===== src/rtl/sllt_pkg.sv =====
// ----------------------------------------------------------------------------
// sllt_pkg
// Shared types and constants for the split L1 cache tracker: payload
// structs, per-way tag/state rows and controller/datapath signal groups.
// ----------------------------------------------------------------------------
package sllt_pkg;

  localparam int SET_COUNT    = 16384;
  localparam int LINE_BYTES   = 64;
  localparam int DATA_WAYS_N  = 4;
  localparam int INSTR_WAYS_N = 2;

  localparam int ADDR_W  = 32;
  localparam int CNT_W   = 32;
  localparam int LINE_W  = $clog2(LINE_BYTES);
  localparam int TAG_W   = ADDR_W - LINE_W;
  localparam int SET_W   = (SET_COUNT > 1) ? $clog2(SET_COUNT) : 1;
  localparam int DWAY_W  = (DATA_WAYS_N > 1) ? $clog2(DATA_WAYS_N) : 1;
  localparam int IWAY_W  = (INSTR_WAYS_N > 1) ? $clog2(INSTR_WAYS_N) : 1;
  localparam int DRANK_W = DWAY_W;
  localparam int IRANK_W = IWAY_W;

  // Command codes
  localparam logic [1:0] CMD_READ  = 2'd0;
  localparam logic [1:0] CMD_WRITE = 2'd1;
  localparam logic [1:0] CMD_FETCH = 2'd2;
  localparam logic [1:0] CMD_CLEAR = 2'd3;

  typedef struct packed {
    logic [1:0]        command;
    logic [ADDR_W-1:0] address;
  } req_t;

  typedef struct packed {
    logic              hit;
    logic              l2_read;
    logic              writeback;
    logic [ADDR_W-1:0] writeback_address;
    logic [CNT_W-1:0]  data_hits;
    logic [CNT_W-1:0]  data_misses;
    logic [CNT_W-1:0]  data_reads;
    logic [CNT_W-1:0]  data_writes;
    logic [CNT_W-1:0]  instr_hits;
    logic [CNT_W-1:0]  instr_misses;
    logic [CNT_W-1:0]  instr_reads;
  } rsp_t;

  typedef struct packed {
    logic               valid;
    logic               dirty;
    logic [DRANK_W-1:0] rank;
    logic [TAG_W-1:0]   tag;
  } dway_t;

  typedef struct packed {
    logic               valid;
    logic [IRANK_W-1:0] rank;
    logic [TAG_W-1:0]   tag;
  } iway_t;

  typedef dway_t [DATA_WAYS_N-1:0]  drow_t;
  typedef iway_t [INSTR_WAYS_N-1:0] irow_t;

  // Controller to datapath
  typedef struct packed {
    logic load;    // capture transaction, read both tag rows
    logic finish;  // update row, counters and result register
    logic sweep;   // zero one set of both caches
  } ctrl_cmd_t;

  // Datapath to controller
  typedef struct packed {
    logic rsp_busy;    // result register full and stalled
    logic is_clear;    // held transaction is a clear
    logic sweep_last;  // sweep index at the final set
  } ctrl_sts_t;

endpackage


===== src/rtl/sllt_ctrl.sv =====
// ----------------------------------------------------------------------------
// sllt_ctrl
// Sequencer: set sweep, idle/accept, lookup-and-update.
// ----------------------------------------------------------------------------
module sllt_ctrl (
  input  logic              clk,
  input  logic              rst,
  input  logic              req_valid,
  output logic              req_stall,
  input  sllt_pkg::ctrl_sts_t sts,
  output sllt_pkg::ctrl_cmd_t cmd
);
  import sllt_pkg::*;

  typedef enum logic [2:0] {
    ST_SWEEP = 3'b001,
    ST_IDLE  = 3'b010,
    ST_LOOK  = 3'b100
  } state_t;

  state_t state, state_next;

  // Advance state
  always_ff @(posedge clk) begin
    if (rst) begin
      state <= ST_SWEEP;
    end else begin
      state <= state_next;
    end
  end

  // Next state and commands
  always_comb begin
    state_next = state;
    cmd        = '0;
    req_stall  = 1'b1;
    case (state)
      ST_SWEEP: begin
        cmd.sweep = 1'b1;
        if (sts.sweep_last) begin
          state_next = ST_IDLE;
        end
      end
      ST_IDLE: begin
        // Take the transaction; a stalled result only holds the update
        req_stall = 1'b0;
        if (req_valid) begin
          cmd.load   = 1'b1;
          state_next = ST_LOOK;
        end
      end
      ST_LOOK: begin
        if (!sts.rsp_busy) begin
          cmd.finish = 1'b1;
          state_next = sts.is_clear ? ST_SWEEP : ST_IDLE;
        end
      end
      default: begin
        state_next = ST_SWEEP;
      end
    endcase
  end

endmodule


===== config.mk =====
export PLATFORM = sky130hd
export DESIGN_NAME = sllt_ctrl
export DESIGN_NICKNAME = d
export VERILOG_FILES = /design/src/rtl/sllt_pkg.sv /design/src/rtl/sllt_ctrl.sv
export SDC_FILE = /design/constraint.sdc
export NUM_CORES = 1
export LEC_CHECK = 0
export BUFFER_PORTS_ARGS = -buffer_cell sky130_fd_sc_hd__buf_2
export CORE_AREA = 2 2 39 41
export CTS_CLUSTER_SIZE = 16
export DETAILED_ROUTE_END_ITERATION = 16
export DIE_AREA = 0 0 41 43
export PLACE_DENSITY = 0.41
export SYNTH_ARGS = -nofsm -noshare
export SYNTH_HDL_FRONTEND = slang
export SYNTH_SLANG_ARGS = --single-unit

===== constraint.sdc =====
create_clock -name clk -period 1.9 [get_ports clk]
set_clock_uncertainty 0.2 [all_clocks]
set_input_delay 0 -clock clk [delete_from_list [all_inputs] [get_ports clk]]
set_output_delay 0 -clock clk [all_outputs]
set_load 0.005 [all_outputs]

==> results of run 1 <==
-- repair_timing --
action,CTS,global route
setup endpoints to repair,0,0
endpoints found under the hold margin,3,0
hold buffers,5,0
-- logic make-up after synthesis --
kind of cell / Yosys count / synth area share [%]
AO/OA/AOI/OAI: 5 / 21.4
buffers and inverters: 1 / 1.95
flip-flops: 3 / 31.2
AND/OR/NAND/NOR: 12 / 45.5
-- worst min-delay path, stage by stage --
cell	delay, ns
buf_2	0.07
and2b_2	0.14
or3_1	0.10
a31o_1	0.13
-- synthesized netlist by cell type --
library cell  n
o32ai_1       1
a31o_1        1
a311oi_1      1
nor4b_1       1
and2b_2       1
or3_1         1
inv_1         1
nor3b_2       1
dfxtp_1       3
a211oi_1      1
or3b_4        1
nand2b_2      1
nor3_1        1
nand3b_1      2
nand2_1       1
nor2_1        2
o21a_1        1
-- layout make-up --
| cell class | count | area [µm²] | share of cell area (%) |
|---|---|---|---|
| multi-input combinational | 17 | 129 | 38.6 |
| tap | 16 | 20.0 | 5.99 |
| sequential | 3 | 60.1 | 18.0 |
| timing repair buffer | 14 | 95.1 | 28.5 |
| clock buffer | 4 | 26.3 | 7.87 |
| inverter | 1 | 3.75 | 1.12 |
-- metal layers --
layer	share of wire, %	up-vias	wire [µm]
li1	-	116	-
met1	46	94	226
met2	41	11	203
met3	11	2	54
met4	2.4	0	12
met5	0	-	0
-- cells in the final DEF (no fill, tap or decap) --
cell	n
nor3b_2	1
nor3_1	1
a31o_1	1
nand3b_1	2
dlygate4sd3_1	5
clkbuf_1	1
nor2_1	2
nand2b_2	1
o21a_1	1
nor4b_1	1
dfxtp_1	3
or3b_4	1
or3_1	1
and2b_2	1
a311oi_1	1
buf_2	9
a211oi_1	1
clkbuf_4	3
o32ai_1	1
nand2_1	1
inv_1	1
-- path summary, 6_finish.rpt --
kind             from       end  slack [ns]  cells past startpoint
min            sts[1]  state[0]        0.03                      4
min reg2reg  state[1]  state[1]        0.49                      3
max          state[2]  state[2]        0.29                      3
max reg2reg  state[2]  state[2]        0.29                      3
-- through the flow --
stage,power [W],util [%],hold WS (ns)
6_report,0.000231,24.1,0.0347
5_1_grt,0.000254,24.1,0.0523
4_1_cts,0.000238,24.1,0.0310
3_5_place_dp,0.000116,18.6,0.00829
3_3_place_gp,0.000117,18.6,0.0177
2_1_floorplan,0.0000994,-,-0.166
-- power groups by stage --
stage               Combinational [W]  Sequential, W  Clock (W)
global placement            0.0000382      0.0000785          0
CTS                         0.0000446      0.0000768   0.000117
detailed placement          0.0000378      0.0000778          0
floorplan                   0.0000235      0.0000759          0
finish                      0.0000441      0.0000768   0.000110
global route                0.0000498      0.0000778   0.000126
==> impl_results.md, run 1 <==
* CP max stage delay at 0.57 ns
* Least-Margin Pin Slew at ~0.28 ns
* Worst Path Max Fanout at 7
* Worst path required time at approximately 1.9 ns
* Buffers on Ports at 9
* Synthesized Nets at 27
* Final WL at 496 µm
* GRT overflow at 0
* CTS resizes at 0
* Netlist cell types at 17
* Cell Rows at 14
* Crit Path Class: flip-flop to flip-flop
* Crit path cell chain: nand3b_1, a211oi_1, dlygate4sd3_1
* Startpoint Class: flip-flop
* Hold Crit Class: input pin to flip-flop
* Core area at 0.00138 mm²
* Post-Place Worst Slack at 0.482 ns
* Syn Std Cell Area at 193 µm²
* Initial antenna violation count at 0
* CTS Sinks at 3
* Drt wl/cell at around 9 µm
* Register bit count reported by yosys at 3
* Net Sw Frac at 24.1%
* Internal at 0.000176 W
* Clock buffer depth at 2
* Comb power frac at 19.1%
* Status: completed
* DRT Pass-1 Iters at 4
* Slew margin rel. at between 80 and 90%
* Ant diodes at 0
* P_sw at ~0.000056 W
* Tmin final at 1.61 ns
* Fin cells at 55
* H-tree depth at 1
* Setup bufs post-CTS at 0
* Period utilization at 84.8%
* Met3 usage at 3.14%
* Setup crit end kind: flip-flop
* Warnings, synthesis at 0
* I/O pins at 10
* Met2 Usage GRT at 9.06%
* P_leak at 0.137 nW
* Skew-Pair Late Insertion Delay at 0.23 ns
* Final setup fails at 0
* CTS clk-pin slew, worst paths at 0.04 ns
* Via/cell ratio at 4.05
* Root Buffer Master: clkbuf_4
* Post-Syn Area per Cell at 9.18 µm²
* Fin. Hold Viols at 0
* Area leader, netlist: dfxtp_1
* Cell area power density at just under 700 mW/mm²
* Worst path bufs/invs at 1
* Initial DRC count at 3
* Max Cap Viol at 0
* Placed instance count at 46
* Slowest library cell on the worst path: dlygate4sd3_1
* Synth area leaders: dfxtp_1 (31%), nand3b_1 (7.8%), nor3b_2 (6.5%)
* Max reg flops at 3
* Clock Power Share at 47.7%
* RD Place Congestion at 0.618
* Largest register by flop count: state
* Peak supply drop at 260 µV
* Maximum number of pins on one net before global-route repair at 9
* Setup WS post-layout at 0.288 ns
* Global route hottest layer: met2
* CTS tree: yes
* Biggest regs: state: 3 flops
* Final #Nets at 46
* ANT nets after route at 0
* Sequential power share at 33.2%
* Gate Count Post-Synth at 21
* CTS Buf Count at 3
* Die ar. at around 0.0018 mm²
* Fin. max-slew vios at 0
* Max Clk Rate at roughly 0.62 GHz
* Share of the synthesized area in the top cell type at 31.2%
* Layout cells sized above 1 at 41.0%
* Family with the most delay on the worst path: buffers and inverters
* DP HPWL at 365 µm
* Worst Path Arrival at 1.59 ns
* Initial Util at about 14%
* Finished layout cell area at roughly 330 µm²
* Overall global routing resource usage at under 10%
* First-pass GRT wire length at about 810 µm
* Die width at slightly above 40 µm
* Met1 Track Usage GR at 8.65%
* Fill count at 157
* Post-DP Area at 258 µm²
* Register area share after synthesis at 31.2%
* Vias in the first global route at ~220
* Die Y at ~43 µm
* RSZ-0062 raised after global routing: false
* Via count at 223
* DR DRC count at 0
* Setup TNS at 0 ns
* Area growth, synth to finish at 73.4%
Power figures use the tool's default switching activity.
==> run 2: changes to the inputs <==
- ABC_AREA: not set -> 1
- clock period: 1.9 -> 1.6 ns (I/O delays scaled with it)
==> impl_results.md, run 2 <==
* Layout cells sized above 1 at 36.2% (-4.9 points)
* Die ar. at 0.00176 mm² (unchanged)
* H-tree depth at 1 (unchanged)
* First-pass GRT wire length at 752 µm (-7.6%)
* Max Cap Viol at 0 (unchanged)
* Setup bufs post-CTS at 0 (unchanged)
* Commonest non-fill, non-tap cell in the layout: buf_2
* Synthesized Nets at 36 (+33%)
* Most frequent cells in the layout: buf_2 (9), nand2_1 (7), inv_1 (5), dlygate4sd3_1 (4)
* Fin. max-slew vios at 0 (unchanged)
* P_sw at 0.000106 W (+90%)
* Internal at 0.000228 W (+30%)
* Gate Count Post-Synth at 30 (+43%)
* Register bit count reported by yosys at 3 (unchanged)
* Tmin final at around 1.3 ns
* Initial antenna violation count at 0 (unchanged)
* Setup WS post-layout at 0.320 ns (+0.0315 ns)
* Initial Util at 13.8% (-0.090 points)
* RSZ-0062 raised after global routing: false
* Setup TNS at 0 ns (unchanged)
* Max reg flops at 3 (unchanged)
* DR DRC count at 0 (unchanged)
* Hold slack at 0.0149 ns (-0.0198 ns)
* Slew margin rel. at 82.1% (+0.96 points)
* Period utilization at 80.0%
* Area growth, synth to finish at 68.6%
* Top_reg_cell synth: dfxtp_1
* Die Y at 43 µm (unchanged)
* Final setup fails at 0 (unchanged)
* Post-Place Worst Slack at 0.424 ns (-0.0576 ns)
* Vias in the first global route at 196 (-11%)
* Initial DRC count at 1 (-2)
* CTS clk-pin slew, worst paths at 0.04 ns (about the same)
* Peak supply drop at 473 µV (+82%)
* Hold endpoint: state[1]
* Buffers on Ports at 9 (unchanged)
* Core area at 0.00138 mm² (unchanged)
* Hold Crit Start: sts[1]
* Fin. Hold Viols at 0 (unchanged)
* Net Sw Frac at 31.8% (+7.7 points)
* Worst Path Arrival at 1.08 ns (-0.51 ns)
* CTS Sinks at 3 (unchanged)
* Overall global routing resource usage at 6.41% (-1.0 points)
* Startpoint Class: flip-flop
* Skew-Pair Late Insertion Delay at 0.23 ns (about the same)
* Area leader, netlist: dfxtp_1
* Register area share after synthesis at 31.4% (+0.20 points)
* Status: completed
* Via count at 237 (+6.3%)
* Comb power frac at 29.2% (+10 points)
* DP HPWL at 382 µm (+4.7%)
* Share of the synthesized area in the top cell type at 31.4% (+0.20 points)
* Reg2Reg Launch Point: state[1]
* Warnings, synthesis at 0 (unchanged)
* Synth area leaders: dfxtp_1 (31%), nand2_1 (14%), inv_1 (9.8%)
* Ant diodes at 0 (unchanged)
* P_leak at 0.172 nW (+25%)
* Sequential power share at 32.1% (-1.1 points)
* WHS Path Cells at 6 (+2)
* Hold Crit Class: input pin to flip-flop
* Final WL at 482 µm (-2.8%)
* Crit Path Class: flip-flop to output pin
* CTS tree: yes
* Biggest regs: state: 3 flops
* Asr flop ratio synth at 0% (unchanged)
* Cells on worst reg2reg path at 6 (+3)
* CTS Buf Count at 3 (unchanged)
* Netlist cell types at 12 (-5)
* Root Buffer Master: clkbuf_4
* ANT nets after route at 0 (unchanged)
* I/O pins at 10 (unchanged)
* Post-Syn Area per Cell at 6.38 µm² (-30%)
* Worst R2R End: state[0]
* Largest register by flop count: state
* Maximum number of pins on one net before global-route repair at 8 (-1)
* Syn Std Cell Area at 191 µm² (-0.65%)
* Worst Path Max Fanout at 5 (-2)
* EDFF count, synth at 0 (unchanged)
* Max Clk Rate at 0.781 GHz
* GRT overflow at 0 (unchanged)
* Final #Nets at 54 (+17%)
* Clock Power Share at 38.7% (-9.0 points)
* Drt wl/cell at 7.65 µm (-15%)
* Cell area power density at 1030 mW/mm² (+49%)
* Worst path required time at 1.40 ns (-0.48 ns)
* Least-Margin Pin Slew at 0.268 ns (-0.0108 ns)
* DRT Pass-1 Iters at 2 (-2)
* FF-to-FF setup slack at 0.43 ns (+0.14 ns)
* Count leader, synth: nand2_1
* Clock buffer depth at 2 (unchanged)
* Cell Rows at 14 (unchanged)
* Die width at 41 µm (unchanged)
* Via/cell ratio at 3.76 (-7.2%)
* Setup crit end kind: output pin
* Synth cell count leaders: nand2_1 (7), inv_1 (5), dfxtp_1 (3), nand3_1 (3), nor2_1 (3)
* RD Place Congestion at 0.627 (+1.4%)
-- run 2: changes by cell type after synthesis, sizes merged, moves of 2 or more --
cell / delta
a21oi: +2
nand2: +6
nor2: +3
inv: +5
nand3: +4
-- run 2: logic make-up (layout without fill, tap and decap cells) --
group	Yosys count	count (layout)	share of synthesized area, %
buffers and inverters	6	23	11.8
and+or+nand+nor	19	19	51.6
DFF	3	3	31.4
AOI/OAI and AO/OA	2	2	5.23
-- run 2: final cells by class --
type	instances	area, µm²
flip-flops and latches	3	60.1
repair buffers	13	85.1
well taps	16	20.0
inverters	6	22.5
fillers	163	1060
multi-input cells	21	109
clock buffers	4	26.3
-- run 2: what timing repair did --
item | 4_1_cts | 5_1_grt
hold buffers | 4 | 0
hold endpoints to repair | 3 | 0
resized for setup | 0 | 0
-- run 2: worst max path at each step --
stage                        start        to  slack, ns  cells past startpoint
after floorplan           state[1]  state[1]       0.51                      4
after CTS                 state[2]    cmd[1]       0.31                      3
after detailed placement  state[0]  state[0]       0.42                      7
after global placement    state[2]  state[0]       0.42                      6
final                     state[2]    cmd[1]       0.32                      3
after global routing      state[2]    cmd[1]       0.18                      3
-- run 2: critical path: stages, from the launching register on --
cell and delay, ns:
dfxtp_1 0.43, inv_2 0.06, nor4_1 0.20, buf_2 0.16
-- run 2: per-stage QoR --
stage | total power [W] | cells | area [µm²] | utilization, %
final | 0.000334 | 63 | 323 | 23.3
after floorplan | 0.000167 | 30 | 191 | -
after global placement | 0.000200 | 55 | 256 | 18.5
after CTS | 0.000344 | 63 | 323 | 23.3
after detailed placement | 0.000201 | 55 | 256 | 18.5
after global routing | 0.000362 | 63 | 323 | 23.3
-- run 2: routing by layer --
layer / GRT usage, % / vias to the layer above / routed length (µm)
met5: 0 / - / 0
met3: 4.71 / 0 / 33
met4: 2.00 / 0 / 0
met2: 8.44 / 8 / 206
li1: - / 128 / -
met1: 7.99 / 101 / 242
-- run 2: power by group through the flow --
stage / clock network (W) / registers [W] / logic, W
global placement: 0 / 0.000108 / 0.0000920
CTS: 0.000137 / 0.000108 / 0.0000996
detailed placement: 0 / 0.000109 / 0.0000917
global route: 0.000141 / 0.000110 / 0.000111
floorplan: 0 / 0.000103 / 0.0000640
finish: 0.000129 / 0.000107 / 0.0000975
